$ cat src/sv/gtbc_pkg.sv
// Shared types and constants of the gray/threshold/blur/false-colour block.
// No dependencies.
`default_nettype none

package gtbc_pkg;

  localparam int unsigned MIN_DIM    = 4;
  localparam int unsigned RST_WIDTH  = 640;
  localparam int unsigned RST_HEIGHT = 480;
  localparam int unsigned RST_BLACK  = 100;
  localparam int unsigned RST_WHITE  = 160;

  // luma weights (per mille) and reciprocal of 1000 for a 28-bit shift
  localparam logic [17:0] W_RED      = 18'd299;
  localparam logic [17:0] W_GREEN    = 18'd587;
  localparam logic [17:0] W_BLUE     = 18'd114;
  localparam logic [18:0] GRAY_RECIP = 19'd268436;
  localparam int unsigned GRAY_SHIFT = 28;

  // 3/25 as multiply by 15729 and 17-bit shift, exact for sums up to 2040
  localparam logic [13:0] BLUR_MUL   = 14'd15729;
  localparam int unsigned BLUR_SHIFT = 17;

  localparam logic [7:0] RED_OFS   = 8'd204;
  localparam logic [7:0] GREEN_OFS = 8'd180;
  localparam logic [7:0] BLUE_OFS  = 8'd200;
  localparam logic [7:0] ALPHA_ON  = 8'd250;

  localparam int unsigned OUT_DEPTH = 8;

  typedef enum logic [1:0] {
    CFG_WIDTH  = 2'd0,
    CFG_HEIGHT = 2'd1,
    CFG_BLACK  = 2'd2,
    CFG_WHITE  = 2'd3
  } cfg_idx_t;

  typedef struct packed {
    logic pixel;    // carries real pixel data
    logic result;   // item produces a result
    logic zero_px;  // result is for pixel 0
    logic blur_en;  // result position is inside the blur region
    logic last;     // result is the final pixel of the frame
  } item_ctl_t;

  typedef struct packed {
    logic [7:0] alpha;
    logic [7:0] blue;
    logic [7:0] green;
    logic [7:0] red;
  } px_out_t;

endpackage

`default_nettype wire

$ cat src/sv/gtbc_out_fifo.sv
// Output queue with slot reservation at input transfer time.
// Depends on gtbc_pkg.
`default_nettype none

module gtbc_out_fifo (
  input  logic              clk,
  input  logic              rst_n,
  input  logic              reserve,
  input  logic              push,
  input  gtbc_pkg::px_out_t push_data,
  input  logic              push_last,
  output logic              out_valid,
  input  logic              out_ready,
  output gtbc_pkg::px_out_t out_data,
  output logic              out_last,
  output logic              credit_ok
);

  import gtbc_pkg::*;

  localparam int PW = $clog2(OUT_DEPTH);

  px_out_t       data_q [OUT_DEPTH];
  logic          last_q [OUT_DEPTH];
  logic [PW-1:0] wr_ptr_r, rd_ptr_r;
  logic [PW:0]   cnt_r, resv_r;
  logic          pop;

  assign out_valid = cnt_r != '0;
  assign pop       = out_valid && out_ready;
  assign out_data  = data_q[rd_ptr_r];
  assign out_last  = last_q[rd_ptr_r];
  assign credit_ok = resv_r < (PW+1)'(OUT_DEPTH);

  always_ff @(posedge clk) begin
    if (push) begin
      data_q[wr_ptr_r] <= push_data;
      last_q[wr_ptr_r] <= push_last;
    end
  end

  always_ff @(posedge clk) begin
    if (!rst_n) begin
      wr_ptr_r <= '0;
      rd_ptr_r <= '0;
      cnt_r    <= '0;
      resv_r   <= '0;
    end else begin
      if (push) begin
        wr_ptr_r <= wr_ptr_r + 1'b1;
      end
      if (pop) begin
        rd_ptr_r <= rd_ptr_r + 1'b1;
      end
      cnt_r  <= cnt_r + (PW+1)'(push) - (PW+1)'(pop);
      resv_r <= resv_r + (PW+1)'(reserve) - (PW+1)'(pop);
    end
  end

endmodule

`default_nettype wire

$ cat config.mk
export PLATFORM = sky130hd
export DESIGN_NAME = gtbc_out_fifo
export DESIGN_NICKNAME = d
export VERILOG_FILES = /design/src/sv/gtbc_pkg.sv /design/src/sv/gtbc_out_fifo.sv
export SDC_FILE = /design/constraint.sdc
export NUM_CORES = 1
export LEC_CHECK = 0
export ABC_CLOCK_PERIOD_IN_PS = 3300
export BUFFER_PORTS_ARGS = -buffer_cell sky130_fd_sc_hd__buf_4
export CAP_MARGIN = 10
export CORE_MARGIN = 4
export CORE_UTILIZATION = 50
export CTS_CLUSTER_DIAMETER = 50
export DETAILED_ROUTE_END_ITERATION = 8
export PLACE_DENSITY = 0.71
export SLEW_MARGIN = 20
export SYNTH_ARGS = -nofsm -noshare
export SYNTH_HDL_FRONTEND = slang
export SYNTH_SLANG_ARGS = --single-unit
$ cat constraint.sdc
create_clock -name clk -period 3.3 [get_ports clk]
set_clock_uncertainty 0.15 [all_clocks]
set_input_delay 0.33 -clock clk [delete_from_list [all_inputs] [get_ports clk]]
set_output_delay 0.33 -clock clk [all_outputs]
set_load 0.02 [all_outputs]
# Word-level counts from Yosys, hierarchy flattened
# Memory sizes are Yosys's and may differ from the RTL's. A register that Yosys moved wholly into a read port is not among the register bits.
# Cells that the tools add are included.
[classes]
addsub = 6
n_reduce_logical = 2
n_lt_le_gt_ge = 1
n_mux = 6
[op_table]
columns = ["cell", "count"]
rows = [
  ["$mux 3", 4],
  ["$add 4x1->4", 2],
  ["$sub 4x1->4", 2],
  ["$add 3x1->3 const B", 2],
  ["$lt 4x4->1 const B", 1],
  ["$reduce_bool 4->1", 1],
  ["$mux 1", 2],
  ["$logic_and 1x1->1", 1],
]
[word_totals]
n_memories = 2
output_inout_bits = 35
reg_bits = 14
input_bits = 38
word_cells = 21
ram_bits = 264
[memory_table]
columns = ["memory", "words", "width", "rd", "rd_clocked_by_memory_dff", "write_ports", "line_no", "text"]
rows = [
  ["data_q", 8, 32, 1, 1, 1, "gtbc_out_fifo.sv:23", "px_out_t data_q [OUT_DEPTH];"],
  ["last_q", 8, 1, 1, 1, 1, "gtbc_out_fifo.sv:24", "logic last_q [OUT_DEPTH];"],
]

# Longest topological paths before layout
[logic_depth]
word_depth = 4
depth_mapped = 10
mapped_depth_nobuf = 10

# Worst setup path before layout
# No wires, ideal clock.
[synth_timing]
path_type = "reg2reg"
start = "reg wr_ptr_r[2]"
end = "mem data_q[0][0] (netlist bit), enable pin"
synth_period_minus_slack_ps = 3381
arrival_time_ps = 2767
n_path_buf = 0
required_ps = 2686
setup_slack_ps = -81
setup_ps = 464
path_stages_with_launch = 3
path_cell_list = "dfxtp_1 > nand2b_1 > nor3_1"
[synth_rtl]
columns = ["item", "line_no", "text"]
rows = [
  ["start, declared", "gtbc_out_fifo.sv:25", "logic [PW-1:0] wr_ptr_r, rd_ptr_r;"],
  ["start signal, assigned", "gtbc_out_fifo.sv:50", "wr_ptr_r <= wr_ptr_r + 1'b1;"],
  ["end, declared", "gtbc_out_fifo.sv:23", ""],
]
# Straight into the memory's write port.

==> summary.md <==
| Metric | Value |
|---|---|
| Final period util | 0.925 |
| Worst-Skew Late Latency | 0.53 ns |
| Syn_area_per_cell | 22.6 sq um |
| Clk slew on worst S/H paths | 0.06 ns |
| CTS Buf Count | 28 |
| Synth Cell Area | 10800 sq um |
| Initial Util | 0.511 |
| Final core occ | 0.621 |
| Vias in the first global route | 5409 |
| Die ar. | 24000 sq um |
| Period minus WS final | 3.05 ns |
| First-pass GRT wire length | 31.0 mm |
| H-tree depth | 1 |
| Synth area leader | edfxtp_1 |
| Slew Limit Fails | 0 |
| # setup viols final | 0 |
| Largest net degree at the start of global routing | 43 |
| Rows | 53 |
| Slew headroom | 0.509 |
| Dpl cells | 825 |
| Sequential-to-total area share from yosys stat | 0.767 |
| Synth-to-Final Area Change | 21.5% |
| Count of different cell masters after synthesis | 26 |
| Post-synth top cells | edfxtp_1 (264), mux4_2 (66), mux2_2 (33) |
| Main area contributors after synthesis | edfxtp_1 (74%), mux4_2 (14%), mux2_2 (3.4%) |
| Yosys warns | 0 |
| Max Clk Rate | 327 MHz |
| Clock sink count | 281 |
| PD cells | 675 nW/um^2 |
| Crit path DAT | 2.57 ns |
| Initial antenna violation count | 0 |
| Setup TNS | 0 ns |
| Synth Register Bits | 281 |
| DRT Pass-1 Iters | 4 |
| GPL Wtd Cong | 0.714 |
| Num ports | 73 |
| I/O Buffers | 72 |
| Setup repair after global routing missed its margin | no |
| Fin. Hold Viols | 0 |
| Mapped Cells | 477 |
| Synth Flop Type | edfxtp_1 |
| Drt wl/cell | 21.8 microns |
| Root Buffer | clkbuf_16 |
| Crit Path Max Fanout | 27 |
| Critical path endpoint category | primary output |
| Peak VDD IR | 536 uV |
| Status | finished clean |
| Gr usage total | 0.170 |
| Ys async rst share | 0 |
| Post-Syn Nets | 526 |
| DRC | 0 |
| Max-cap check violation count | 0 |
| Post-Layout Cell Count | 912 |
| Clock Path Buffers | 3 |
| Setup CP Type | reg -> out |
| Number of synthesized flops with an enable pin | 264 |
| Die Height | 155 microns |
| Fin nets | 665 |
| 1st-iter DRT viols | 243 |
| Leakage | 4.33 nW |
| Grt total ovfl | 0 |
| Core area | 21100 sq um |
| Startpoint Class | flop |
| CTS tree | yes |
| Share of layout cells above drive strength 1 | 0.382 |
| WP data required | 2.82 ns |
| Antenna Nets Post-Route | 0 |
| Class of the worst hold path | in -> reg |
| Via count | 5009 |
| Synth top area share | 0.735 |
| Die width | 155 microns |
| Worst-margin pin slew | 0.735 ns |
| Final WL | 19.9 mm |
| DP HPWL | 12.0 mm |
| Post-DR vias/cell | 5.49 |
| Top-count cell post-synth | edfxtp_1 |
## path summary, 6_finish.rpt
| path | start | to | slack [ns] | cells after the start |
|---|---|---|---|---|
| setup / recovery | flop | out_data[8] | 0.25 | 4 |
| hold / removal | out_ready | flop | 0.04 | 3 |
| setup reg to reg | cnt_r[2] | resv_r[2] | 0.77 | 10 |
| hold reg to reg | rd_ptr_r[2] | flop | 0.33 | 2 |
## placed cells by master, fill, tap and decap left out, drive strengths merged, types with 2 or more instances in the layout
master,synthesis,routed
edfxtp,264,264
buf,11,92
mux4,66,66
dlygate4sd3,0,36
mux2,33,33
clkbuf,8,32
dfxtp,17,17
clkinv,0,14
nor2,13,13
mux2i,9,9
ha,9,9
inv,8,9
nand2,9,9
nand2b,6,6
xnor2,3,3
and2,3,3
xor2,3,3
nand3,3,3
a21oi,3,3
bufinv,0,3
or2,2,2
nor3,2,2
fa,2,2
## through the flow
stage	instance area, sq um	hold slack [ns]	setup slack (ns)	power [W]
final	13100	0.0373	0.246	0.00884
after global routing	13100	0.0235	0.0870	0.00921
after CTS	13100	0.0148	0.204	0.00893
after detailed placement	11800	0.329	0.769	0.00585
after global placement	11800	0.315	0.780	0.00578
after floorplan	10800	0.279	0.773	0.00528
## repair_timing
action / in CTS / in global routing
hold buffers: 36 / 0
buffers inserted: 0 / 0
hold endpoints to repair: 275 / 0
gates resized for setup: 0 / 0
## power breakdown
group          total, W  switching [W]  internal, W
registers       0.00419       0.000145      0.00404
clock network   0.00306        0.00124      0.00182
logic           0.00159       0.000753     0.000838
total           0.00884        0.00213      0.00670
## metal layers
| metal | wire [microns] | up-vias | global-route usage |
|---|---|---|---|
| li1 | - | 2239 | - |
| met1 | 8030 | 2600 | 0.225 |
| met2 | 10400 | 146 | 0.294 |
| met3 | 1200 | 24 | 0.0325 |
| met4 | 269 | 0 | 0.0391 |
| met5 | 0 | - | 0 |
## cell type report
cell class,count,area (sq um)
Fill cell,1440,7990
Tap cell,275,344
Timing Repair Buffer,128,1110
Antenna cell,1,2.50
Clock inverter,18,159
Clock buffer,32,737
Multi-Input combinational cell,169,2440
Inverter,8,30.0
Sequential cell,281,8280
## kinds of logic (layout without fill, tap and decap cells)
logic type      Yosys count  count (layout)  share of synthesized area
flops                   281             281                      0.767
mux                     108             108                      0.181
simple gates             40              40                     0.0181
buf+inv                  27             186                     0.0135
fa+ha+maj                11              11                     0.0142
xor+xnor                  6               6                    0.00487
compound gates            4               4                    0.00209
other cells               0               1                          0
## worst max-delay path: stages (launching register included)
cell and delay [ns]:
dfxtp_4 0.73, buf_12 0.29, mux4_2 0.52, mux2_2 0.30
buf_4 0.17
## sequential cells by signal, summed over array words and instances, names as in the netlist, named ones only
signal    cells
wr_ptr_r      3
rd_ptr_r      3
resv_r        4
data_q      256
last_q        8
cnt_r         4
Note: power is estimated with default switching activity, not from simulation.
