### src/sv/gtbc_pkg.sv
// Shared types and constants of the gray/threshold/blur/false-colour block.
// No dependencies.
`default_nettype none

package gtbc_pkg;

  localparam int unsigned MIN_DIM    = 4;
  localparam int unsigned RST_WIDTH  = 640;
  localparam int unsigned RST_HEIGHT = 480;
  localparam int unsigned RST_BLACK  = 100;
  localparam int unsigned RST_WHITE  = 160;

  // luma weights (per mille) and reciprocal of 1000 for a 28-bit shift
  localparam logic [17:0] W_RED      = 18'd299;
  localparam logic [17:0] W_GREEN    = 18'd587;
  localparam logic [17:0] W_BLUE     = 18'd114;
  localparam logic [18:0] GRAY_RECIP = 19'd268436;
  localparam int unsigned GRAY_SHIFT = 28;

  // 3/25 as multiply by 15729 and 17-bit shift, exact for sums up to 2040
  localparam logic [13:0] BLUR_MUL   = 14'd15729;
  localparam int unsigned BLUR_SHIFT = 17;

  localparam logic [7:0] RED_OFS   = 8'd204;
  localparam logic [7:0] GREEN_OFS = 8'd180;
  localparam logic [7:0] BLUE_OFS  = 8'd200;
  localparam logic [7:0] ALPHA_ON  = 8'd250;

  localparam int unsigned OUT_DEPTH = 8;

  typedef enum logic [1:0] {
    CFG_WIDTH  = 2'd0,
    CFG_HEIGHT = 2'd1,
    CFG_BLACK  = 2'd2,
    CFG_WHITE  = 2'd3
  } cfg_idx_t;

  typedef struct packed {
    logic pixel;    // carries real pixel data
    logic result;   // item produces a result
    logic zero_px;  // result is for pixel 0
    logic blur_en;  // result position is inside the blur region
    logic last;     // result is the final pixel of the frame
  } item_ctl_t;

  typedef struct packed {
    logic [7:0] alpha;
    logic [7:0] blue;
    logic [7:0] green;
    logic [7:0] red;
  } px_out_t;

endpackage

`default_nettype wire

### src/sv/gtbc_ctrl.sv
// Configuration registers and frame position tracking for input and output.
// Depends on gtbc_pkg.
`default_nettype none

module gtbc_ctrl #(
  parameter int MAX_WIDTH  = 1024,
  parameter int MAX_HEIGHT = 4096
) (
  input  logic                         clk,
  input  logic                         rst_n,
  input  logic                         cfg_we,
  input  logic [1:0]                   cfg_addr,
  input  logic [12:0]                  cfg_wdata,
  input  logic                         item_fire,
  input  logic                         item_flush,
  output logic                         take,
  output gtbc_pkg::item_ctl_t          ctl,
  output logic [$clog2(MAX_WIDTH)-1:0] col,
  output logic [7:0]                   black_thr,
  output logic [7:0]                   white_thr
);

  import gtbc_pkg::*;

  localparam int AW  = $clog2(MAX_WIDTH);
  localparam int WW  = $clog2(MAX_WIDTH + 1);
  localparam int HW  = $clog2(MAX_HEIGHT + 1);
  localparam int IRW = $clog2(MAX_HEIGHT + 2);
  localparam int ORW = $clog2(MAX_HEIGHT);
  localparam int unsigned W_RST = (RST_WIDTH > MAX_WIDTH) ? MAX_WIDTH : RST_WIDTH;
  localparam int unsigned H_RST = (RST_HEIGHT > MAX_HEIGHT) ? MAX_HEIGHT : RST_HEIGHT;

  logic [WW-1:0]  w_r;
  logic [HW-1:0]  h_r;
  logic [7:0]     black_r, white_r;
  logic [AW-1:0]  in_col_r, out_col_r;
  logic [IRW-1:0] in_row_r;
  logic [ORW-1:0] out_row_r;

  logic [31:0] w32, h32, icol32, irow32, ocol32, orow32;
  logic [31:0] wv, hv, w_sat, h_sat;
  logic        done, started;

  always_comb begin
    w32    = 32'(w_r);
    h32    = 32'(h_r);
    icol32 = 32'(in_col_r);
    irow32 = 32'(in_row_r);
    ocol32 = 32'(out_col_r);
    orow32 = 32'(out_row_r);

    done    = irow32 >= h32;
    started = (irow32 >= 32'd2) || ((irow32 == 32'd1) && (icol32 != 32'd0));
    take    = item_fire && !(item_flush && !done);

    ctl.pixel   = !done;
    ctl.result  = started;
    ctl.zero_px = (orow32 == 32'd0) && (ocol32 == 32'd0);
    ctl.blur_en = (orow32 >= 32'd2) && (orow32 + 32'd2 <= h32) &&
                  (ocol32 >= 32'd2) && (ocol32 + 32'd2 <= w32);
    ctl.last    = (orow32 + 32'd1 == h32) && (ocol32 + 32'd1 == w32);

    wv    = 32'(cfg_wdata[10:0]);
    hv    = 32'(cfg_wdata[12:0]);
    w_sat = wv;
    h_sat = hv;
    if (wv < MIN_DIM) begin
      w_sat = MIN_DIM;
    end else if (wv > 32'(MAX_WIDTH)) begin
      w_sat = 32'(MAX_WIDTH);
    end
    if (hv < MIN_DIM) begin
      h_sat = MIN_DIM;
    end else if (hv > 32'(MAX_HEIGHT)) begin
      h_sat = 32'(MAX_HEIGHT);
    end
  end

  always_ff @(posedge clk) begin
    if (!rst_n) begin
      w_r       <= WW'(W_RST);
      h_r       <= HW'(H_RST);
      black_r   <= 8'(RST_BLACK);
      white_r   <= 8'(RST_WHITE);
      in_col_r  <= '0;
      in_row_r  <= '0;
      out_col_r <= '0;
      out_row_r <= '0;
    end else if (cfg_we) begin
      unique case (cfg_idx_t'(cfg_addr))
        CFG_WIDTH:  w_r     <= WW'(w_sat);
        CFG_HEIGHT: h_r     <= HW'(h_sat);
        CFG_BLACK:  black_r <= cfg_wdata[7:0];
        CFG_WHITE:  white_r <= cfg_wdata[7:0];
      endcase
      in_col_r  <= '0;
      in_row_r  <= '0;
      out_col_r <= '0;
      out_row_r <= '0;
    end else if (take) begin
      if (ctl.result && ctl.last) begin
        in_col_r  <= '0;
        in_row_r  <= '0;
        out_col_r <= '0;
        out_row_r <= '0;
      end else begin
        if (icol32 + 32'd1 >= w32) begin
          in_col_r <= '0;
          in_row_r <= in_row_r + 1'b1;
        end else begin
          in_col_r <= in_col_r + 1'b1;
        end
        if (ctl.result) begin
          if (ocol32 + 32'd1 >= w32) begin
            out_col_r <= '0;
            out_row_r <= out_row_r + 1'b1;
          end else begin
            out_col_r <= out_col_r + 1'b1;
          end
        end
      end
    end
  end

  assign col       = in_col_r;
  assign black_thr = black_r;
  assign white_thr = white_r;

endmodule

`default_nettype wire

### config.mk
export PLATFORM = sky130hd
export DESIGN_NAME = gtbc_ctrl
export DESIGN_NICKNAME = d
export VERILOG_FILES = /design/src/sv/gtbc_pkg.sv /design/src/sv/gtbc_ctrl.sv
export SDC_FILE = /design/constraint.sdc
export NUM_CORES = 1
export LEC_CHECK = 0
export ABC_AREA = 1
export BUFFER_PORTS_ARGS = -buffer_cell sky130_fd_sc_hd__buf_2
export CORE_ASPECT_RATIO = 0.75
export CORE_MARGIN = 2
export CORE_UTILIZATION = 50
export DETAILED_ROUTE_END_ITERATION = 12
export PLACE_DENSITY_LB_ADDON = 0.2
export SLEW_MARGIN = 10
export SYNTH_ARGS = -nofsm -noshare
export SYNTH_HDL_FRONTEND = slang
export SYNTH_SLANG_ARGS = --single-unit
### constraint.sdc
create_clock -name clk -period 3.95 [get_ports clk]
set_input_delay 0.1975 -clock clk [delete_from_list [all_inputs] [get_ports clk]]
set_output_delay 0.1975 -clock clk [all_outputs]
set_load 0.01 [all_outputs]
Word-level counts from Yosys, hierarchy flattened
Cells that the tools add are included.
{"block": "classes", "n_addsub": 9, "magnitude_cmp": 12, "eq_ne": 6, "mux": 14, "bitwise_logic": 1, "reduce_logical": 27}
{"cell": "$mux W13", "count": 4}
{"cell": "$mux W10", "count": 5}
{"cell": "$mux W12", "count": 3}
{"cell": "$eq A32 B11 Y1", "count": 1}
{"cell": "$add A10 B1 Y11 const B", "count": 2}
{"cell": "$ge A11 B11 Y1", "count": 2}
{"cell": "$mux W11", "count": 2}
{"cell": "$add A10 B1 Y10 const B", "count": 2}
{"cell": "$add A12 B1 Y13 const B", "count": 1}
{"cell": "$add A12 B2 Y13 const B", "count": 1}
{"cell": "$add A13 B1 Y13 const B", "count": 1}
{"cell": "$eq A13 B1 Y1 const B", "count": 1}
{"cell": "$eq A13 B13 Y1", "count": 1}
{"cell": "$ge A13 B13 Y1", "count": 1}
{"cell": "$ge A13 B2 Y1 const B", "count": 1}
{"cell": "$gt A13 B13 Y1 const B", "count": 1}
{"cell": "$le A13 B13 Y1", "count": 1}
{"cell": "$lt A13 B3 Y1 const B", "count": 1}
{"cell": "$add A12 B1 Y12 const B", "count": 1}
{"cell": "$ge A12 B2 Y1 const B", "count": 1}
{"cell": "$logic_not A12 Y1", "count": 1}
{"cell": "$reduce_and A2 Y1", "count": 6}
{"cell": "$add A10 B2 Y11 const B", "count": 1}
{"cell": "$gt A11 B11 Y1 const B", "count": 1}
{"cell": "15 further kinds", "count": 27}
{"block": "totals", "reg_bits": 85, "input_bits": 20, "out_inout_bits": 32, "wordCells": 77}

Logic depth before layout (Yosys ltp)
{"block": "logic_depth", "word_depth": 6, "depth_mapped": 24, "ltp_nobuf": 22}

Least setup slack after synthesis
Ideal clock, no wire load.
{"block": "synth_path", "kind": "register -> register", "start": "reg out_col_r[3]", "end": "reg out_row_r[10]", "setup_time_ns": 0.115, "arrival_time_ns": 3.034, "t_required_ns": 3.835, "slack_ns": 0.801, "path_stages_with_launch": 24, "n_path_buf": 2, "synth_period_minus_slack_ns": 3.149, "path_cell_list": "dfxtp_1 > clkbuf_1 > inv_1 > nor3_1 > nand2_1 > nor3_1 > nand2_1 > xor2_1 > inv_1 > ha_1 > nand2_1 > inv_1 > nand2_1 > nor3_1 > nand2_1 > nor2_1 > nand3_1 > nor2_1 > nand3_2 > nand2_2 > buf_4 > nand3_1 > nand2_1 > nor2_1"}
{"block": "synth_between", "elab_chain_len": 6, "word_cells_on_any_way": 9, "cone_classes": "1 x add/sub; 1 x order compare; 1 x eq/ne; 1 x mux; 5 x reduce/logical"}
{"item": "from (decl)", "line": "gtbc_ctrl.sv:36", "rtl": "logic [AW-1:0] in_col_r, out_col_r;"}
{"item": "from (signal assigned)", "line": "gtbc_ctrl.sv:118", "rtl": "out_col_r <= out_col_r + 1'b1;"}
{"item": "$add A10 B1 Y11 (*)", "line": "gtbc_ctrl.sv:61, gtbc_ctrl.sv:114"}
{"item": "parallel branches: the longest is 5 deep, another holds $ge A11 B11 Y1"}
{"item": "to (signal assigned)", "line": "gtbc_ctrl.sv:116", "rtl": "out_row_r <= out_row_r + 1'b1;"}
{"item": "to (decl)", "line": "gtbc_ctrl.sv:38", "rtl": "logic [ORW-1:0] out_row_r;"}
Every way passes the cells marked *.
A chain may end at the register's enable or synchronous reset.

Worst setup path in the final report
{"block": "layout_path", "start": "reg out_col_r[3]", "end": "reg out_row_r[3]"}
The elaborated chain is that of the path after synthesis.

==> metrics.log <==
[metrics] result of the run: finished clean
[metrics] share of Yosys cell area claimed by the top area cell type: 26.4%
[metrics] slowest cell on the critical path: dfxtp_1
[metrics] hold wc startpoint: cfg_wdata[2]
[metrics] clock insertion delay at the later pin of the skew report: 0.35 ns
[metrics] Max Clk Rate: 284 MHz
[metrics] number of antenna diodes: 0
[metrics] WL/cell: 14.4 µm
[metrics] Site Rows: 35
[metrics] post-route cell area: 7230 µm²
[metrics] RSZ-0062 raised after global routing: yes
[metrics] Post-Syn Area per Cell: 6.48 µm²
[metrics] die width: 135 µm
[metrics] vias after detailed routing: 6606
[metrics] setup skew after layout: 0.00904 ns
[metrics] Max Cap Viol: 0
[metrics] Final Net Count: 1142
[metrics] number of detailed-route iterations in the first pass: 5
[metrics] number of global-route vias before repair: 5749
[metrics] global-route wire length before repair: 28900 µm
[metrics] final hold violations: 0
[metrics] maximum single-stage delay on the critical path: 0.45 ns
[metrics] total half-perimeter wirelength after legalization and detailed placement: 13500 µm
[metrics] final weighted congestion of routability-driven global placement: 0.940
[metrics] worst voltage drop across the vdd grid: 0.189 mV
[metrics] post-detailed-route DRC marker count: 0
[metrics] area occupied by multi-input gates: 4180 µm²
[metrics] cell family with most CP delay: simple AND/OR/NAND/NOR gates
[metrics] Netlist cell types: 38
[metrics] highest-count cells in the layout ignoring fill and taps: 231 x nand2_1, 121 x inv_1, 119 x nor2_1, 85 x dfxtp_1, 84 x a21oi_1
[metrics] detailed router's first-iteration violation count: 607
[metrics] sequential element share of the synthesized area: 26.4%
[metrics] number of warnings issued by yosys: 0
[metrics] chain of cells forming the critical path: inv_1, nor3_2, nand2_1, nor3_1, nand2_1, xor2_1, inv_1, ha_1, nand2_1, inv_1, nand2_1, nor3_1, nand2_1, nor2_1, nand3_1, nor2_1, nand3_2, nand2_2, nand2_1, nand2_1, nand2_1, nor2_1
[metrics] Critical Path Source: out_col_r[3]
[metrics] number of pins with negative max-slew slack in the final report: 0
[metrics] register cell area after layout: 1700 µm²
[metrics] detailed-route wire length: 17500 µm
[metrics] Crit Path Category: reg -> reg
[metrics] Worst EP arrival: 3.80 ns
[metrics] prevailing post-synth register cell: dfxtp_1
[metrics] relative area change from synthesis to final layout: 12.1%
[metrics] Syn Std Cell Area: 6450 µm²
[metrics] share of final-layout standard cells stronger than drive strength 1: 9.20%
[metrics] TritonCTS clock tree: built
[metrics] Setup crit end kind: flip-flop
[metrics] Post-Route Utilization: 58.1%
[metrics] Post-synth EDFFs: 0
[metrics] kind of path behind the tightest hold check: in -> reg
[metrics] critical path launch point type: flip-flop
[metrics] CTS sink cnt: 85
[metrics] cell taking the most area after synthesis: dfxtp_1
[metrics] shortest clock period the worst path allows after layout: 3.52 ns
[metrics] antenna violations before repair: 0
[metrics] largest net degree at the start of global routing: 27
[metrics] final clock period utilization by the worst path: 89.1%
[metrics] CP most frequent cell: nand2_1
[metrics] Top-Level Pins: 52
[metrics] launch point of the worst reg-to-reg path: out_col_r[3]
[metrics] LEAKAGE: 3.54 nW
[metrics] global-route total usage across every layer: 26.2%
[metrics] total congestion overflow after global routing: 0
[metrics] post-CTS setup repair buffer count: 0
[metrics] total of fill cells in the finished design: 1273
[metrics] area of the core: 12400 µm²
[metrics] PwrDens: 273 nW/µm²
[metrics] Post-CTS Resized: 0
[metrics] initial standard-cell utilization of the core: 51.9%
[metrics] hold_ws: 0.119 ns
[metrics] Final Power: 1.97 mW
[metrics] transition time at the pin with the least slew margin: 0.788 ns
[metrics] H-tree level count: 3
[metrics] leading cell type in the layout, fill and taps excluded: nand2_1
[metrics] worst relative slew slack: 47.0%
[metrics] required time reported for the critical path endpoint: 4.23 ns
[metrics] Clock Tree Buf Depth: 2
[metrics] cts bufs inserted: 9
[metrics] number of routed nets with antenna violations: 0
[metrics] main area contributors after synthesis: dfxtp_1 26%, ha_1 14%, nand2_1 14%
[metrics] drt via density: 5.41
[metrics] count of buffer and inverter cells on the critical path: 3
[metrics] count of buffers inserted at the top-level ports: 51
[metrics] die area: 13800 µm²
[metrics] instance area after placement: 6910 µm²
[metrics] post-CTS clock slew at the launch and capture registers of the worst setup and hold paths: 0.08 ns
[metrics] die height: 102 µm
[metrics] proportion of register bits with asynchronous set or reset after synthesis: 0%
[metrics] gate count after technology mapping: 996
[metrics] number of hold-repair buffers added at the cts stage: 0
[metrics] net count after synthesis: 1089
[metrics] Total Negative Setup Slacks: 0 ns
[metrics] library cell used as clock root buffer: clkbuf_16
[metrics] Finish-stage setup viols: 0
[metrics] flip-flop and latch count after synthesis: 85
[metrics] biggest fanout along the worst timing path: 11
==> per-stage QoR <==
| stage | instances | setup slack (ns) |
|---|---|---|
| final | 1220 | 0.430 |
| after global routing | 1220 | -0.0224 |
| after CTS | 1220 | 0.0721 |
| after detailed placement | 1204 | 0.0915 |
| after global placement | 1204 | 0.263 |
| after floorplan | 996 | 0.801 |
==> tightest hold or removal path, delay by kind of cell <==
| kind | cells | cell delay (ns) |
|---|---|---|
| buf+inv | 1 | 0.11 |
| compound gates | 1 | 0.06 |
| simple gates | 1 | 0.06 |
==> sequential cells by signal, indices dropped and copies added, names as in the netlist <==
signal and flops:
out_col_r 10, out_row_r 12, in_row_r 13, w_r 11, col 10, h_r 13
black_thr 8, white_thr 8
==> synthesized netlist by cell type (all sizes together) (2+ instances only) <==
cell type,instances
nor3,22
dfxtp,85
clkbuf,12
inv,122
nor3b,2
nand4,31
buf,11
o21ai,49
nand2,236
nor4,12
clkinv,6
a21oi,84
nand3b,2
xor2,31
and3,2
ha,73
nand3,81
a211oi,2
nor2,123
or2,2
==> cells by family (layout without fill, tap and decap cells) <==
logic type               Yosys count  after routing  synth area share, %
AO/OA/AOI/OAI                    142            142                 11.4
XOR/XNOR                          32             32                 4.35
adder cells (fa/ha/maj)           73             73                 14.2
buffers and inverters            151            209                 9.19
flip-flops                        85             85                 26.4
AND/OR/NAND/NOR                  513            513                 34.5
==> report_power, final <==
part | leakage [nW] | total (mW) | switching (mW) | internal [mW]
Combinational | 2.70 | 0.206 | 0.137 | 0.0694
Clock | 0.147 | 0.874 | 0.422 | 0.452
Sequential | 0.689 | 0.892 | 0.0154 | 0.877
==> layer usage <==
layer  part of all wire, %  GRT usage (%)
met1                    51           39.7
met2                    42           39.5
met4                  0.84           5.13
met5                     0              0
met3                   6.4           3.87
==> path summary, 6_finish.rpt <==
path,depth (start not counted),slack [ns],to
setup reg to reg,22,0.43,out_row_r[3]
setup / recovery,22,0.43,out_row_r[3]
hold / removal,3,0.12,w_r[2]
hold reg to reg,2,0.46,white_thr[5]
==> area by class of cell <==
class / count / area share [%]
Timing Repair Buffer: 65 / 4.98
Clock inverter: 7 / 1.07
Sequential cell: 85 / 23.5
Multi-Input combinational cell: 760 / 57.8
Tap cell: 166 / 2.87
Clock buffer: 9 / 3.11
Inverter: 128 / 6.64
Power figures use the tool's default switching activity.
